<file path="config.mk">
export PLATFORM = sky130hd
export DESIGN_NAME = murmur3_seed_rotator
export DESIGN_NICKNAME = d
export VERILOG_FILES = /design/src/hdl/mm3sr_pkg.sv /design/src/hdl/mm3sr_useq.sv /design/src/hdl/mm3sr_dpath.sv /design/src/hdl/murmur3_seed_rotator.sv
export VERILOG_INCLUDE_DIRS = /design/src /design/src/hdl
export SDC_FILE = /design/constraint.sdc
export NUM_CORES = 2
export LEC_CHECK = 0
export BUFFER_PORTS_ARGS = -buffer_cell sky130_fd_sc_hd__buf_2
export CORE_ASPECT_RATIO = 0.75
export CORE_UTILIZATION = 60
export DETAILED_ROUTE_END_ITERATION = 10
export PLACE_DENSITY = 0.88
export SETUP_SLACK_MARGIN = 0.3
export SLEW_MARGIN = 20
export SYNTH_ARGS = -nofsm -noshare
export SYNTH_HDL_FRONTEND = slang
export SYNTH_HIERARCHICAL = 1
export SYNTH_SLANG_ARGS = --single-unit
</file>
<file path="constraint.sdc">
create_clock -name i_clk -period 9.5 [get_ports i_clk]
set_input_delay 1.425 -clock i_clk [delete_from_list [all_inputs] [get_ports i_clk]]
set_output_delay 1.425 -clock i_clk [all_outputs]
set_load 0.05 [all_outputs]
</file>
<file path="src/hdl/murmur3_seed_rotator_defines.svh">
// assertion macros for the murmur3 seed rotator
// expects i_clk and i_rst_n in the module that uses them
`ifndef MURMUR3_SEED_ROTATOR_DEFINES_SVH
`define MURMUR3_SEED_ROTATOR_DEFINES_SVH

// consequent checked in the same cycle
`define MM3SR_ASSERT_SAME(lbl, ante, cons, msg) \
    lbl: assert property (@(posedge i_clk) disable iff (!i_rst_n) (ante) |-> (cons)) \
        else $error(msg);

// consequent checked in the next cycle
`define MM3SR_ASSERT_NEXT(lbl, ante, cons, msg) \
    lbl: assert property (@(posedge i_clk) disable iff (!i_rst_n) (ante) |=> (cons)) \
        else $error(msg);

`endif

</file>
<file path="src/hdl/mm3sr_pkg.sv">
// shared types, constants and microcode rom for the murmur3 seed rotator
// no dependencies
package mm3sr_pkg;

    localparam int SEED_BYTES = 32;
    localparam int SEED_WORDS = SEED_BYTES / 4;
    localparam int WORD_AW    = $clog2(SEED_WORDS);
    localparam int STEP_W     = 4;

    localparam logic [31:0] C_C1    = 32'hCC9E2D51;
    localparam logic [31:0] C_C2    = 32'h1B873593;
    localparam logic [31:0] C_N     = 32'hE6546B64;
    localparam logic [31:0] C_F1    = 32'h85EBCA6B;
    localparam logic [31:0] C_F2    = 32'hC2B2AE35;
    localparam logic [31:0] C_RUN0  = 32'h5BD1E995;
    localparam logic [31:0] C_LEN   = 32'(SEED_BYTES);

    localparam logic [WORD_AW-1:0] PASS_LAST = WORD_AW'(SEED_WORDS - 1);

    // hash register operations
    localparam logic [2:0] H_NOP  = 3'd0;
    localparam logic [2:0] H_INIT = 3'd1;
    localparam logic [2:0] H_MIX  = 3'd2;
    localparam logic [2:0] H_FIN1 = 3'd3;
    localparam logic [2:0] H_FIN2 = 3'd4;
    localparam logic [2:0] H_FIN3 = 3'd5;

    // sequencer flow codes
    localparam logic [1:0] JMP_NEXT = 2'd0;
    localparam logic [1:0] JMP_LOOP = 2'd1;
    localparam logic [1:0] JMP_EMIT = 2'd2;

    localparam logic [STEP_W-1:0] STEP_FIRST = 4'd0;
    localparam logic [STEP_W-1:0] STEP_LOOP  = 4'd12;
    localparam logic [STEP_W-1:0] STEP_EMIT  = 4'd13;

    // request kinds
    localparam logic REQ_RESTART = 1'b0;
    localparam logic REQ_DERIVE  = 1'b1;

    typedef struct packed {
        logic        req_type;
        logic [31:0] block_index;
    } t_req;

    typedef struct packed {
        logic [63:0] seed_part_3;
        logic [63:0] seed_part_2;
        logic [63:0] seed_part_1;
        logic [63:0] seed_part_0;
    } t_res;

    typedef logic [3:0][63:0] t_master;

    typedef struct packed {
        logic               k1_en;
        logic [WORD_AW-1:0] k1_addr;
        logic               k2_en;
        logic [2:0]         h_op;
        logic [1:0]         jmp;
        logic [STEP_W-1:0]  target;
    } t_uword;

    typedef struct packed {
        logic               k1_en;
        logic [WORD_AW-1:0] k1_addr;
        logic               k2_en;
        logic [2:0]         h_op;
        logic [WORD_AW-1:0] pass;
        logic               emit;
    } t_ctl;

    // one pass: block mixes overlapped three deep, then the finalizer
    function automatic t_uword ucode_rom(input logic [STEP_W-1:0] step);
        t_uword w;
        w        = '0;
        w.jmp    = JMP_NEXT;
        w.h_op   = H_NOP;
        unique case (step)
            4'd0: begin
                w.k1_en  = 1'b1;
                w.k1_addr = '0;
                w.h_op   = H_INIT;
            end
            4'd1, 4'd2, 4'd3, 4'd4, 4'd5, 4'd6, 4'd7: begin
                w.k1_en   = 1'b1;
                w.k1_addr = step[WORD_AW-1:0];
                w.k2_en   = 1'b1;
                w.h_op    = (step == 4'd1) ? H_NOP : H_MIX;
            end
            4'd8: begin
                w.k2_en = 1'b1;
                w.h_op  = H_MIX;
            end
            4'd9:  w.h_op = H_MIX;
            4'd10: w.h_op = H_FIN1;
            4'd11: w.h_op = H_FIN2;
            4'd12: begin
                w.h_op   = H_FIN3;
                w.jmp    = JMP_LOOP;
                w.target = STEP_FIRST;
            end
            default: w.jmp = JMP_EMIT;
        endcase
        return w;
    endfunction

endpackage

</file>
<file path="src/hdl/mm3sr_useq.sv">
// microcode sequencer: step counter, pass counter, rom and flow control
// depends on mm3sr_pkg and murmur3_seed_rotator_defines.svh
`include "murmur3_seed_rotator_defines.svh"

module mm3sr_useq (
    input  logic             i_clk,
    input  logic             i_rst_n,
    input  logic             i_start,
    input  logic             i_derive,
    input  logic             i_out_free,
    output logic             o_busy,
    output mm3sr_pkg::t_ctl  o_ctl
);

    logic                                 r_busy, n_busy;
    logic [mm3sr_pkg::STEP_W-1:0]         r_step, n_step;
    logic [mm3sr_pkg::WORD_AW-1:0]        r_pass, n_pass;
    mm3sr_pkg::t_uword                    uw;
    logic                                 emit;

    assign uw = mm3sr_pkg::ucode_rom(r_step);

    always_comb begin
        n_busy = r_busy;
        n_step = r_step;
        n_pass = r_pass;
        emit   = 1'b0;
        if (!r_busy) begin
            if (i_start) begin
                n_busy = 1'b1;
                n_pass = '0;
                n_step = i_derive ? mm3sr_pkg::STEP_FIRST : mm3sr_pkg::STEP_EMIT;
            end
        end else begin
            unique case (uw.jmp)
                mm3sr_pkg::JMP_NEXT: n_step = r_step + 1'b1;
                mm3sr_pkg::JMP_LOOP: begin
                    if (r_pass != mm3sr_pkg::PASS_LAST) begin
                        n_step = uw.target;
                        n_pass = r_pass + 1'b1;
                    end else begin
                        n_step = r_step + 1'b1;
                    end
                end
                mm3sr_pkg::JMP_EMIT: begin
                    if (i_out_free) begin
                        emit   = 1'b1;
                        n_busy = 1'b0;
                    end
                end
                default: n_step = mm3sr_pkg::STEP_EMIT;
            endcase
        end
    end

    always_ff @(posedge i_clk) begin
        if (!i_rst_n) begin
            r_busy <= 1'b0;
            r_step <= mm3sr_pkg::STEP_FIRST;
            r_pass <= '0;
        end else begin
            r_busy <= n_busy;
            r_step <= n_step;
            r_pass <= n_pass;
        end
    end

    always_comb begin
        o_ctl.k1_en   = r_busy & uw.k1_en;
        o_ctl.k1_addr = uw.k1_addr;
        o_ctl.k2_en   = r_busy & uw.k2_en;
        o_ctl.h_op    = r_busy ? uw.h_op : mm3sr_pkg::H_NOP;
        o_ctl.pass    = r_pass;
        o_ctl.emit    = emit;
    end

    assign o_busy = r_busy;

    // last pass falls through to the emit step
    `MM3SR_ASSERT_NEXT(a_last_pass_emit, r_busy && r_step == mm3sr_pkg::STEP_LOOP && r_pass == mm3sr_pkg::PASS_LAST, r_step == mm3sr_pkg::STEP_EMIT, "last pass did not reach emit")
    // emit ends the item
    `MM3SR_ASSERT_NEXT(a_emit_idle, emit, !r_busy, "sequencer still busy after emit")

endmodule

</file>
<file path="src/hdl/mm3sr_dpath.sv">
// datapath: seed words, block mix registers, hash and running hash
// depends on mm3sr_pkg
module mm3sr_dpath (
    input  logic               i_clk,
    input  logic               i_rst_n,
    input  logic               i_ld_master,
    input  logic               i_ld_derive,
    input  logic [31:0]        i_block_index,
    input  mm3sr_pkg::t_master i_master,
    input  mm3sr_pkg::t_ctl    i_ctl,
    output mm3sr_pkg::t_res    o_seed
);

    logic [31:0] r_seed [mm3sr_pkg::SEED_WORDS];
    logic [31:0] r_k1;
    logic [31:0] r_k2;
    logic [31:0] r_h, n_h;
    logic [31:0] r_run;
    logic [31:0] mix_t, fin_t, rot_k1;

    assign rot_k1 = {r_k1[16:0], r_k1[31:17]};

    always_comb begin
        mix_t = r_h ^ r_k2;
        mix_t = {mix_t[18:0], mix_t[31:19]};
        fin_t = '0;
        n_h   = r_h;
        unique case (i_ctl.h_op)
            mm3sr_pkg::H_INIT: n_h = r_run ^ {{(32 - mm3sr_pkg::WORD_AW){1'b0}}, i_ctl.pass};
            mm3sr_pkg::H_MIX:  n_h = (mix_t << 2) + mix_t + mm3sr_pkg::C_N;
            mm3sr_pkg::H_FIN1: begin
                fin_t = r_h ^ mm3sr_pkg::C_LEN;
                fin_t = fin_t ^ (fin_t >> 16);
                n_h   = fin_t * mm3sr_pkg::C_F1;
            end
            mm3sr_pkg::H_FIN2: begin
                fin_t = r_h ^ (r_h >> 13);
                n_h   = fin_t * mm3sr_pkg::C_F2;
            end
            mm3sr_pkg::H_FIN3: begin
                fin_t = r_h ^ (r_h >> 16);
                n_h   = fin_t;
            end
            default: n_h = r_h;
        endcase
    end

    always_ff @(posedge i_clk) begin
        if (i_ctl.k1_en) r_k1 <= r_seed[i_ctl.k1_addr] * mm3sr_pkg::C_C1;
        if (i_ctl.k2_en) r_k2 <= rot_k1 * mm3sr_pkg::C_C2;
        r_h <= n_h;
    end

    always_ff @(posedge i_clk) begin
        if (!i_rst_n) begin
            for (int i = 0; i < mm3sr_pkg::SEED_WORDS; i++) r_seed[i] <= '0;
            r_run <= '0;
        end else if (i_ld_master) begin
            for (int i = 0; i < mm3sr_pkg::SEED_WORDS; i++)
                r_seed[i] <= i_master[i / 2][32 * (i % 2) +: 32];
        end else if (i_ld_derive) begin
            r_seed[0] <= r_seed[0] ^ i_block_index;
            r_run     <= i_block_index ^ mm3sr_pkg::C_RUN0;
        end else if (i_ctl.h_op == mm3sr_pkg::H_FIN3) begin
            r_seed[i_ctl.pass] <= r_seed[i_ctl.pass] ^ fin_t;
            r_run              <= fin_t;
        end
    end

    assign o_seed.seed_part_0 = {r_seed[1], r_seed[0]};
    assign o_seed.seed_part_1 = {r_seed[3], r_seed[2]};
    assign o_seed.seed_part_2 = {r_seed[5], r_seed[4]};
    assign o_seed.seed_part_3 = {r_seed[7], r_seed[6]};

endmodule

</file>
<file path="src/hdl/murmur3_seed_rotator.sv">
// top level of the murmur3 seed rotator: apb registers, handshakes, result register
// depends on mm3sr_pkg, mm3sr_useq, mm3sr_dpath and murmur3_seed_rotator_defines.svh
//
// Keeps a 32-byte seed. A restart item copies the four 64-bit master seed
// registers into it; a derive item XORs its block index into seed bytes 0..3
// and runs eight dependent Murmur3-32 passes, pass p folding its hash into
// seed bytes 4p..4p+3. Every item returns the whole seed as one result.
// A derive item runs a load step, eight passes of 13 microcode steps and an
// emit step; a restart item runs only the load and the emit step. Each pass
// uses the single shared mix unit, which takes one block per cycle through
// a three-deep multiply pipeline; the finalizer needs three more steps per
// pass. One item is worked on at a time; the result register lets a new item
// start while the last result waits. Registers sit at byte addresses 0, 8,
// 16, 24 and may be written only while the block is idle.
`include "murmur3_seed_rotator_defines.svh"

module murmur3_seed_rotator (
    input  logic              i_clk,
    input  logic              i_rst_n,
    // request channel
    input  logic              i_in_valid,
    output logic              o_in_stall,
    input  mm3sr_pkg::t_req   i_req,
    // result channel
    output logic              o_out_valid,
    input  logic              i_out_stall,
    output mm3sr_pkg::t_res   o_res,
    // configuration port
    input  logic              psel,
    input  logic              penable,
    input  logic              pwrite,
    input  logic [4:0]        paddr,
    input  logic [63:0]       pwdata,
    output logic [63:0]       prdata,
    output logic              pready
);

    mm3sr_pkg::t_master r_master;
    mm3sr_pkg::t_res    r_res;
    mm3sr_pkg::t_res    seed;
    mm3sr_pkg::t_ctl    ctl;
    logic               r_out_valid;
    logic               busy;
    logic               accept;
    logic               out_free;
    logic [1:0]         reg_idx;

    // config registers, 64 bits each at 8-byte stride
    assign pready  = 1'b1;
    assign reg_idx = paddr[4:3];
    assign prdata  = r_master[reg_idx];

    always_ff @(posedge i_clk) begin
        if (!i_rst_n) begin
            r_master <= '0;
        end else if (psel && penable && pwrite && pready) begin
            r_master[reg_idx] <= pwdata;
        end
    end

    // item handshake: one item in flight at a time
    assign o_in_stall = busy;
    assign accept     = i_in_valid && !busy;

    // result register frees when empty or taken this cycle
    assign out_free = !r_out_valid || !i_out_stall;

    mm3sr_useq u_useq (
        .i_clk      (i_clk),
        .i_rst_n    (i_rst_n),
        .i_start    (accept),
        .i_derive   (i_req.req_type == mm3sr_pkg::REQ_DERIVE),
        .i_out_free (out_free),
        .o_busy     (busy),
        .o_ctl      (ctl)
    );

    mm3sr_dpath u_dpath (
        .i_clk         (i_clk),
        .i_rst_n       (i_rst_n),
        .i_ld_master   (accept && i_req.req_type == mm3sr_pkg::REQ_RESTART),
        .i_ld_derive   (accept && i_req.req_type == mm3sr_pkg::REQ_DERIVE),
        .i_block_index (i_req.block_index),
        .i_master      (r_master),
        .i_ctl         (ctl),
        .o_seed        (seed)
    );

    // result register
    always_ff @(posedge i_clk) begin
        if (!i_rst_n) begin
            r_out_valid <= 1'b0;
        end else if (ctl.emit) begin
            r_out_valid <= 1'b1;
        end else if (!i_out_stall) begin
            r_out_valid <= 1'b0;
        end
    end

    always_ff @(posedge i_clk) begin
        if (ctl.emit) r_res <= seed;
    end

    assign o_out_valid = r_out_valid;
    assign o_res       = r_res;

    // an accepted item always starts the sequencer
    `MM3SR_ASSERT_NEXT(a_accept_busy, accept, busy, "sequencer idle after accepted item")
    // emitting never overwrites a result that is still held
    `MM3SR_ASSERT_SAME(a_emit_free, ctl.emit, !r_out_valid || !i_out_stall, "result overwritten")
    // emit always presents a result next cycle
    `MM3SR_ASSERT_NEXT(a_emit_valid, ctl.emit, r_out_valid, "no result after emit")

endmodule
</file>
==> impl_metrics.ini <==
[final_layout]
final_nets = 8772
final_cells = 8868
drive_above_1_share_pct = 13.4
syn2layout_area_growth_pct = 9.75
nFillCells = 8928

[grt]
grt_max_degree = 195
grt_pass1_wl_mm = 379
antenna_found_initial = 23
grt_overflow = 0
first_global_vias = 57800
grt.total_usage_pct = 41.3

[status]
status = finished, violations left
violations = design-rule violations

[logic_synthesis]
async_reset_ff_share_pct = 0
ys_warn_count = 6
syn-cell-area_um2 = 75100
synth_xor_area_share_pct = 4.54
synth_mux_area_share_pct = 9.28
syn_avg_cell_area_um2 = 11.1
ys.flop_type = edfxtp_1
synth-simple-area-share_pct = 6.03
synthCells = 6749
synth_top_family_by_area = adder cells
synth_edf_count = 608
syn_nets = 8391
ys_types = 101
ys_ff_latch = 905
yosysSeqAreaShare_pct = 32.2
synth_compound_area_share_pct = 7.22
synthAdderAreaFrac_pct = 32.9

[detailed_routing]
vias = 57200
drt_wl_total_mm = 261
drc = 2
postRouteAntennaNets = 0
viasPerCell = 6.45
drt_pass1_iterations = 11
drt_iter0_markers = 8649
wl_per_cell_um = 29.4

[setup_path]
crit_slowest_cell = fa_1
cpPeakStageDelay_ns = 0.53
crit_required_ns = 9.94
start_kind = flip-flop
cp.buffers_inverters = 7
arrival_ns = 9.38
worstPathMaxFanout = 10
critical_path_class = flip-flop to flip-flop
critPathTopFamily = adder cells
cp-end-kind = flip-flop

[die]
die_w_um = 411
die_area_um2 = 127000
die_h_um = 308
row_count = 112
start_util_pct = 60.4
io_pins = 432
fp.coreArea_um2 = 124000

[sta]
hold_viol_final = 0
fin_ws_ns = 0.552
min_period_over_period_pct = 94.2
period_minus_slack_ns = 8.95
finalSetupTns_ns = 0
finClkSkew_ns = 0.0582
max-slew-margin-rel_pct = 19.0
tightest_slew_ns = 1.21
setup_viol = 0
slew_viol_final = 0
fmax_ghz = 0.112
rsz0062_at_grt = no

[placement]
place_congestion = 1.09
dp_slack_ns = 0.483
hpwl_mm = 200
port_buffers = 427
placed_cells = 8682

[clock_tree]
path_clk_slew_ns = 0.07
cts_buffer_depth = 3
clk_latency_ns = 0.73
cts_hold_buf = 0
cts_buffers = 90
clock-root-buffer = clkbuf_16
htreeDepth = 3
clock-sinks = 905
cts_tree = built

[run]
max_cap_violations = 0

[worst_hold_path]
hold_class = flip-flop to flip-flop
## final timing paths
kind | start | endpoint | slack (ns) | cells past startpoint
worst max register to register | u_useq/r_step[1] | u_dpath/r_k1[31] | 0.55 | 31
worst max-delay path | u_useq/r_step[1] | u_dpath/r_k1[31] | 0.55 | 31
worst min-delay path | u_dpath/r_seed[4][0] | o_res[128] | 0.45 | 0
worst min register to register | u_dpath/r_seed[4][0] | o_res[128] | 0.45 | 0
## flip-flops by register name, indices dropped and copies added (netlist names)
register	count
u_dpath/r_k1	32
u_dpath/r_seed	256
o_out_valid	1
u_dpath/r_k2	32
u_useq/r_pass	3
u_useq/r_step	4
u_useq/o_busy	1
o_res	256
u_dpath/r_run	32
u_dpath/r_h	32
r_master	256
## cells in the mapped netlist, types with 33 or more instances
cell type / number / area [µm²]
a221oi_1: 33 / 289
nand2_1: 666 / 2500
o21ai_0: 295 / 1480
a21oi_1: 157 / 786
nand2b_1: 36 / 225
xor2_1: 118 / 1030
mux4_2: 148 / 3330
o221ai_1: 39 / 342
mux2_2: 48 / 541
buf_2: 62 / 310
nor2b_1: 44 / 275
clkbuf_1: 150 / 563
a21o_1: 50 / 375
nand3_1: 83 / 415
inv_1: 1274 / 4780
dfxtp_1: 297 / 5950
fa_1: 733 / 14700
ha_1: 800 / 10000
xnor2_1: 261 / 2290
nor2_1: 109 / 409
mux2i_1: 307 / 3070
edfxtp_1: 608 / 18300
## cells by family after synthesis
kind of cell / Yosys count
other cells: 1
flops: 905
simple gates: 1047
buf+inv: 1529
fa+ha+maj: 1533
compound gates: 845
mux: 505
xor+xnor: 384
## repair_timing
action,CTS,global route
buffers inserted,0,9
resized for setup,0,6
setup endpoints to repair,0,6
## final cells by class
class	instances	area, µm²	share of cell area [%]
multi-input cells	4315	45200	54.8
flip-flops and latches	905	24200	29.4
inverters	1277	4790	5.81
repair buffers	541	3050	3.69
clock buffers	122	2600	3.15
well taps	1653	2070	2.51
clock inverters	47	571	0.692
diodes	8	20.0	0.0243
## cell usage in the layout (no fill, tap or decap), drive strengths merged, types with 39 or more instances in the layout
master  instances
a21o           50
a21oi         163
buf           541
clkbuf        122
dfxtp         297
edfxtp        608
fa            733
ha            800
inv          1285
mux2           49
mux2i         308
mux4          148
nand2         666
nand3          83
nor2          111
nor2b          44
o21ai         321
o221ai         39
xnor2         263
xor2          119
## stage by stage
step                instance area (µm²)  utilization [%]  hold WS (ns)
detailed placement                79200             63.7         0.463
floorplan                         75100                -         0.438
global placement                  79200             63.7         0.451
global route                      82500             66.3         0.454
CTS                               82300             66.2         0.430
finish                            82500             66.3         0.447
## layer usage
layer,global-route usage [%],up-vias,share of wire (%)
li1,-,23300,-
met1,53.0,27700,35
met2,58.7,4911,41
met3,17.5,1173,17
met4,23.1,26,7.2
met5,0.651,-,0.094
## worst register-to-register path: cells and delay by family, from the launching register on
family / cells / cell delay (ns)
fa+ha+maj: 10 / 4.02
compound gates: 8 / 1.72
mux: 2 / 0.99
buf+inv: 7 / 0.94
simple gates: 3 / 0.55
flops: 1 / 0.38
xor+xnor: 1 / 0.09
Power is left out: the tool's default activity adds up to more than one toggle a clock period on the data nets, which glitch-free logic cannot reach.
